$ cat src/cscr_pkg.sv
`timescale 1ns / 1ps

package cscr_pkg;

  localparam int FRAC_BITS = 16;
  localparam int DATA_W = 32;
  localparam int RADIUS_W = 31;

  localparam logic [RADIUS_W-1:0] RADIUS_RESET = RADIUS_W'(64'd1 << FRAC_BITS);

  // Wall top value that selects the plain side wall response.
  localparam logic signed [DATA_W-1:0] WALL_NONE =
    DATA_W'(-64'sd10000 * (64'sd1 <<< FRAC_BITS));

  // A zero length segment gets 0.0001, rounded, and at least one LSB.
  localparam int LEN_EPS_RAW = ((1 << FRAC_BITS) + 5000) / 10000;
  localparam logic [DATA_W-1:0] LEN_EPS =
    (LEN_EPS_RAW > 0) ? DATA_W'(LEN_EPS_RAW) : DATA_W'(1);

  // Square root unit: one root bit per stage.
  localparam int SQRT_OUT_W = DATA_W;
  localparam int SQRT_IN_W = 2 * SQRT_OUT_W;
  localparam int SQRT_LAT = SQRT_OUT_W;

  // Divider unit: input stage, one quotient bit per stage, sign stage.
  localparam int DIV_W = 64;
  localparam int DIV_MAG_W = DIV_W - 1;
  localparam int DIVISOR_W = DATA_W;
  localparam int DIV_LAT = DIV_MAG_W + 2;

  localparam logic signed [DATA_W:0] SYM_MAX =
    (DATA_W+1)'((65'sd1 <<< (DATA_W-1)) - 65'sd1);
  localparam logic signed [39:0] OUT_MAX = 40'((65'sd1 <<< (DATA_W-1)) - 65'sd1);
  localparam logic signed [39:0] OUT_MIN = 40'(-(65'sd1 <<< (DATA_W-1)));

  function automatic logic signed [DATA_W-1:0] sat_sym(input logic signed [DATA_W:0] v);
    logic signed [DATA_W:0] r;
    if (v > SYM_MAX) begin
      r = SYM_MAX;
    end else if (v < -SYM_MAX) begin
      r = -SYM_MAX;
    end else begin
      r = v;
    end
    return r[DATA_W-1:0];
  endfunction

  function automatic logic signed [DATA_W-1:0] sat_out(input logic signed [39:0] v);
    logic signed [39:0] r;
    if (v > OUT_MAX) begin
      r = OUT_MAX;
    end else if (v < OUT_MIN) begin
      r = OUT_MIN;
    end else begin
      r = v;
    end
    return r[DATA_W-1:0];
  endfunction

endpackage

$ cat src/cscr_sqrt.sv
`timescale 1ns / 1ps

module cscr_sqrt import cscr_pkg::*; (
  input  logic                  clk,
  input  logic                  en,
  input  logic [SQRT_IN_W-1:0]  radicand,
  output logic [SQRT_OUT_W-1:0] root
);

  localparam int REM_W = SQRT_OUT_W + 2;

  typedef struct packed {
    logic [REM_W-1:0]      rem;
    logic [SQRT_OUT_W-1:0] root;
    logic [SQRT_IN_W-1:0]  rest;
  } sq_t;

  sq_t st [SQRT_LAT];
  sq_t seed;

  // One restoring step: bring down two radicand bits, try root*4+1.
  function automatic sq_t sq_step(input sq_t s);
    logic [REM_W+1:0] r2;
    logic [REM_W+1:0] t;
    sq_t o;
    r2 = {s.rem, s.rest[SQRT_IN_W-1 -: 2]};
    t = (REM_W+2)'({s.root, 2'b01});
    o.rest = s.rest << 2;
    if (r2 >= t) begin
      o.rem = REM_W'(r2 - t);
      o.root = {s.root[SQRT_OUT_W-2:0], 1'b1};
    end else begin
      o.rem = REM_W'(r2);
      o.root = {s.root[SQRT_OUT_W-2:0], 1'b0};
    end
    return o;
  endfunction

  always_comb begin
    seed = '0;
    seed.rest = radicand;
  end

  always_ff @(posedge clk) begin
    if (en) begin
      st[0] <= sq_step(seed);
      for (int i = 1; i < SQRT_LAT; i++) begin
        st[i] <= sq_step(st[i-1]);
      end
    end
  end

  assign root = st[SQRT_LAT-1].root;

endmodule

$ cat config.mk
export PLATFORM = sky130hd
export DESIGN_NAME = cscr_sqrt
export DESIGN_NICKNAME = d
export VERILOG_FILES = /design/src/cscr_pkg.sv /design/src/cscr_sqrt.sv
export SDC_FILE = /design/constraint.sdc
export NUM_CORES = 2
export LEC_CHECK = 0
export ABC_AREA = 0
export ABC_CLOCK_PERIOD_IN_PS = 3400
export BUFFER_PORTS_ARGS = -buffer_cell sky130_fd_sc_hd__buf_4
export CAP_MARGIN = 20
export CORE_ASPECT_RATIO = 1.75
export CORE_MARGIN = 5
export CORE_UTILIZATION = 50
export DETAILED_ROUTE_END_ITERATION = 7
export GPL_ROUTABILITY_DRIVEN = 1
export HOLD_SLACK_MARGIN = 0.1
export PLACE_DENSITY = 0.68
export SLEW_MARGIN = 5
export SYNTH_ARGS = -nofsm -noshare
export SYNTH_HDL_FRONTEND = slang
export SYNTH_MEMORY_MAX_BITS = 65536
export SYNTH_SLANG_ARGS = --single-unit
$ cat constraint.sdc
create_clock -name clk -period 3.4 [get_ports clk]
set_input_delay 0.68 -clock clk [delete_from_list [all_inputs] [get_ports clk]]
set_output_delay 0.68 -clock clk [all_outputs]
set_load 0.005 [all_outputs]
# [Yosys cells after proc, flatten, opt, wreduce, memory -nomap -nowiden]
# Memory sizes are Yosys's and may differ from the RTL's.
# Cells that the tools add are included.
[classes] mux=66 add_sub_neg=32 magnitude_cmp=32
[op_table] cell="$mux 66" n=64
[op_table] cell="$ge 36x34->1" n=31
[op_table] cell="$sub 34x34->34" n=31
[op_table] cell="$sub 2x1->3 const B" n=1
[op_table] cell="$ge 2x1->1 const B" n=1
[op_table] cell="$mux 1" n=2
[totals] output_inout_bits=32 register_bits=0 elab_cells=131 ram_bits=4096 in_bits=66 memories=1
[memory_table] name="st" words=32 width=128 read_ports=32 rd_clocked_by_memory_dff=0 wr=32 line="cscr_sqrt.sv:18" source="sq_t st [SQRT_LAT];"

# [Longest topological paths before layout]
# An unclocked memory read counts as a cell.
[logic_depth] ltp_word=4 mapped_depth=14 depth_no_buf=12

# [Worst setup path before layout]
# No wires, ideal clock.
[synth_path] path_type="flip-flop to flip-flop" from="memory st[1][608] (netlist name)" to="memory st[1][767] (netlist name) (data pin)" required_time_ns=3.134 slack_ns=0.203 t_arrival_ns=2.931 stages_incl_launch_ff=11 n_path_buf=0 period_less_slack_ns=3.197 setup_time_ns=0.266 cell_sequence="edfxtp_1 -> ha_1 -> or3_1 -> o22ai_2 -> o31ai_1 -> a222oi_1 -> o221ai_1 -> a311o_1 -> a211o_4 -> nor4b_4 -> xor2_1"
[synth_lines] element="from (decl)" line="cscr_sqrt.sv:18"

==> impl_metrics.env <==
export IMPL_antenna_left=0
export IMPL_yosys_register_bits=2523
export IMPL_yosys_area_top_type="edfxtp_1"
export IMPL_synth_cell_types=97
export IMPL_rsz0062_at_grt="true"
export IMPL_p_int_mw=64.0
export IMPL_drive_gt1_frac=0.175
export IMPL_seq_area_frac_synth=0.642
export IMPL_yosysMostFrequentCell="edfxtp_1"
export IMPL_grt_pass1_vias=80509
export IMPL_min_from="en"
export IMPL_grt_pass1_wl_um=431000
export IMPL_cp_end_kind="flip-flop"
export IMPL_vias=76033
export IMPL_hold_end="st[0][27]"
export IMPL_htree_levels=4
export IMPL_via_per_inst=5.58
export IMPL_place_congestion=1.01
export IMPL_cts_sinks=2523
export IMPL_syn_area_per_cell_um2=12.9
export IMPL_dieHeight_um=653
export IMPL_initial_utilization=0.501
export IMPL_finalWirelength_um=285000
export IMPL_largest_register_ffs=2523
export IMPL_reg2reg_to="st[1][764]"
export IMPL_path_clk_slew_ns=0.07
export IMPL_drtPass1Iterations=6
export IMPL_fmax_ghz=0.278
export IMPL_worst_setup_path_start_kind="flip-flop"
export IMPL_syn2layout_area_growth_pct=18.4
export IMPL_drc_errors=0
export IMPL_wl_per_cell_um=21.0
export IMPL_grt_max_degree=104
export IMPL_root_buffer="clkbuf_16"
export IMPL_cp_required_ns=3.95
export IMPL_cts_tree="built"
export IMPL_crit_arrival_ns=4.14
export IMPL_p_switching_mw=26.8
export IMPL_dieArea_um2=246000
export IMPL_placed_cells=13070
export IMPL_synth_compound_area_frac=0.0977
export IMPL_synth_area_um2=118000
export IMPL_dr_first_iter_drc_count=3727
export IMPL_top_register="st"
export IMPL_min_period_over_period=1.06
export IMPL_r2r_cells=15
export IMPL_p_per_area_nw_per_um2=650
export IMPL_pwr_share_clk=0.286
export IMPL_ys_warn_count=0
export IMPL_violations="setup timing"
export IMPL_final_cells=13621
export IMPL_cts_buffer_depth=4
export IMPL_gr_total_overflow=0
export IMPL_ir_worst_vdd_v=0.000523
export IMPL_place_hpwl_um=216000
export IMPL_syn_nets=9780
export IMPL_skew_ns=0.105
export IMPL_synthTopCellsByArea="edfxtp_1 (64%), ha_1 (6.0%), xnor2_1 (3.3%)"
export IMPL_cp_max_fo=2
export IMPL_grt_total_usage=0.227
export IMPL_syn_inst=9152
export IMPL_port_buffers=97
export IMPL_rr_startpoint="st[1][574]"
export IMPL_pin_count=98
export IMPL_p_seq_frac=0.463
export IMPL_nFillCells=18159
export IMPL_max_slew_margin_rel=0.370
export IMPL_synth_edf_count=2523
export IMPL_synthAdderAreaFrac=0.0596
export IMPL_switching_share=0.295
export IMPL_yosys_area_top_type_share=0.642
export IMPL_synthArstFlopShare=0
export IMPL_synth_top_flop_cell="edfxtp_1"
export IMPL_core_area_um2=236000
export IMPL_antenna_found_initial=3
export IMPL_leakage_nw=54.4
export IMPL_top_regs="st: 2523 flops"
export IMPL_final_min_clock_period_ns=3.59
export IMPL_die_w_um=377
export IMPL_layout_setup_ws_ns=-0.194
export IMPL_tightest_slew_ns=0.936
export IMPL_hold_viol=0
export IMPL_p_comb_frac=0.250
export IMPL_hp_class="in -> reg"
export IMPL_final_nets=10965
export IMPL_holdPathStages=1
export IMPL_synthMuxAreaShare=0.00902
export IMPL_slew_violations=0
export IMPL_critical_path_class="reg -> reg"
export IMPL_synthSimpleGateAreaFrac=0.0976
export IMPL_startpoint="st[1][574]"
export IMPL_cts_buffers=232
export IMPL_status="finished, violations left"
export IMPL_rrSetupSlack_ns=-0.19
export IMPL_max_cap_violations=0
export IMPL_final_core_utilization=0.593
export IMPL_synth_xor_area_share=0.0635
export IMPL_setup_viol=6
export IMPL_synth_top_cells_by_count="edfxtp_1 (2523), inv_1 (698), nand2_1 (645)"
export IMPL_rows=236
export IMPL_worstSkewPairLatency_ns=0.90
export IMPL_synth_top_family_by_area="compound AO/OA/AOI/OAI gates"
## power by group through the flow
stage / registers [mW] / clock network [mW] / logic [mW]
global placement: 42.5 / 0 / 21.0
global route: 42.3 / 27.9 / 24.7
finish: 42.1 / 26.0 / 22.7
detailed placement: 42.6 / 0 / 21.5
floorplan: 41.4 / 0 / 13.4
CTS: 42.0 / 26.7 / 22.0
## routing by layer
layer  GRT usage  vias up  wire length, µm
li1            -    36159                -
met2       0.472     1824           166000
met3      0.0285     1112             8560
met1       0.172    36936            79900
met5           0        -               11
met4       0.199        2            30800
## worst max-delay path: stages, from the launching register on
cell      delay [ns]
edfxtp_1        0.41
inv_2           0.10
ha_4            0.20
buf_6           0.11
nor2b_4         0.11
o31a_1          0.25
o31a_1          0.31
buf_6           0.15
o211ai_1        0.53
buf_4           0.26
a21oi_2         0.06
o21a_1          0.19
o21a_1          0.23
nor4_2          0.16
buf_4           0.15
xor2_1          0.05
## how the worst max path moves through the flow
stage,slack [ns],endpoint,depth (start not counted)
finish,-0.19,st[1][764],15
global route,-0.20,st[1][764],15
CTS,-0.17,st[1][764],15
detailed placement,-0.79,st[1][1533],13
global placement,-0.92,st[1][1533],14
floorplan,0.20,st[1][767],10
## stage by stage
stage	TNS (ns)	cell area (µm²)	hold WS, ns	setup WS, ns	total power [mW]
2_1_floorplan	0	118000	0.400	0.203	54.8
3_3_place_gp	-24.22	129000	0.400	-0.916	63.4
3_5_place_dp	-31.49	129000	0.405	-0.793	64.1
4_1_cts	-0.478	138000	0.236	-0.168	90.6
5_1_grt	-1.51	140000	0.258	-0.203	94.9
6_report	-0.498	140000	0.273	-0.194	90.8
## cell families after synthesis
group                    count (synthesis)
AND/OR/NAND/NOR                       2343
multiplexers                            96
buffers and inverters                  910
AO/OA/AOI/OAI                         1861
other                                    1
XOR/XNOR                               856
adder cells (fa/ha/maj)                562
flip-flops                            2523
## layout make-up
| cell class | count | area, µm² | area share |
|---|---|---|---|
| clock buffers | 261 | 5940 | 0.0425 |
| inverters | 702 | 2650 | 0.0190 |
| flip-flops and latches | 2523 | 75800 | 0.542 |
| multi-input cells | 5719 | 40400 | 0.289 |
| repair buffers | 1159 | 9620 | 0.0688 |
| diodes | 4 | 10.0 | 0.0000716 |
| clock inverters | 159 | 1550 | 0.0111 |
| well taps | 3094 | 3870 | 0.0277 |
## what timing repair did
action	4_1_cts	5_1_grt
gates resized for setup	158	203
gates cloned	0	1
pin swaps	30	77
endpoints found under the hold margin	65	0
hold buffers	65	0
buffers inserted	18	48
setup endpoints to repair	265	364
## cell usage in the layout (no fill, tap or decap), types with 100 or more instances in the layout
cell / n
a21o_1: 227
a21oi_1: 567
buf_4: 1015
clkbuf_16: 233
edfxtp_1: 2523
ha_1: 528
inv_1: 689
nand2_1: 645
nand3_1: 163
nor2_1: 560
nor3_1: 187
nor4_1: 100
o21ai_0: 436
xnor2_1: 448
xor2_1: 407
No activity file was read; power rests on OpenSTA's default activity.
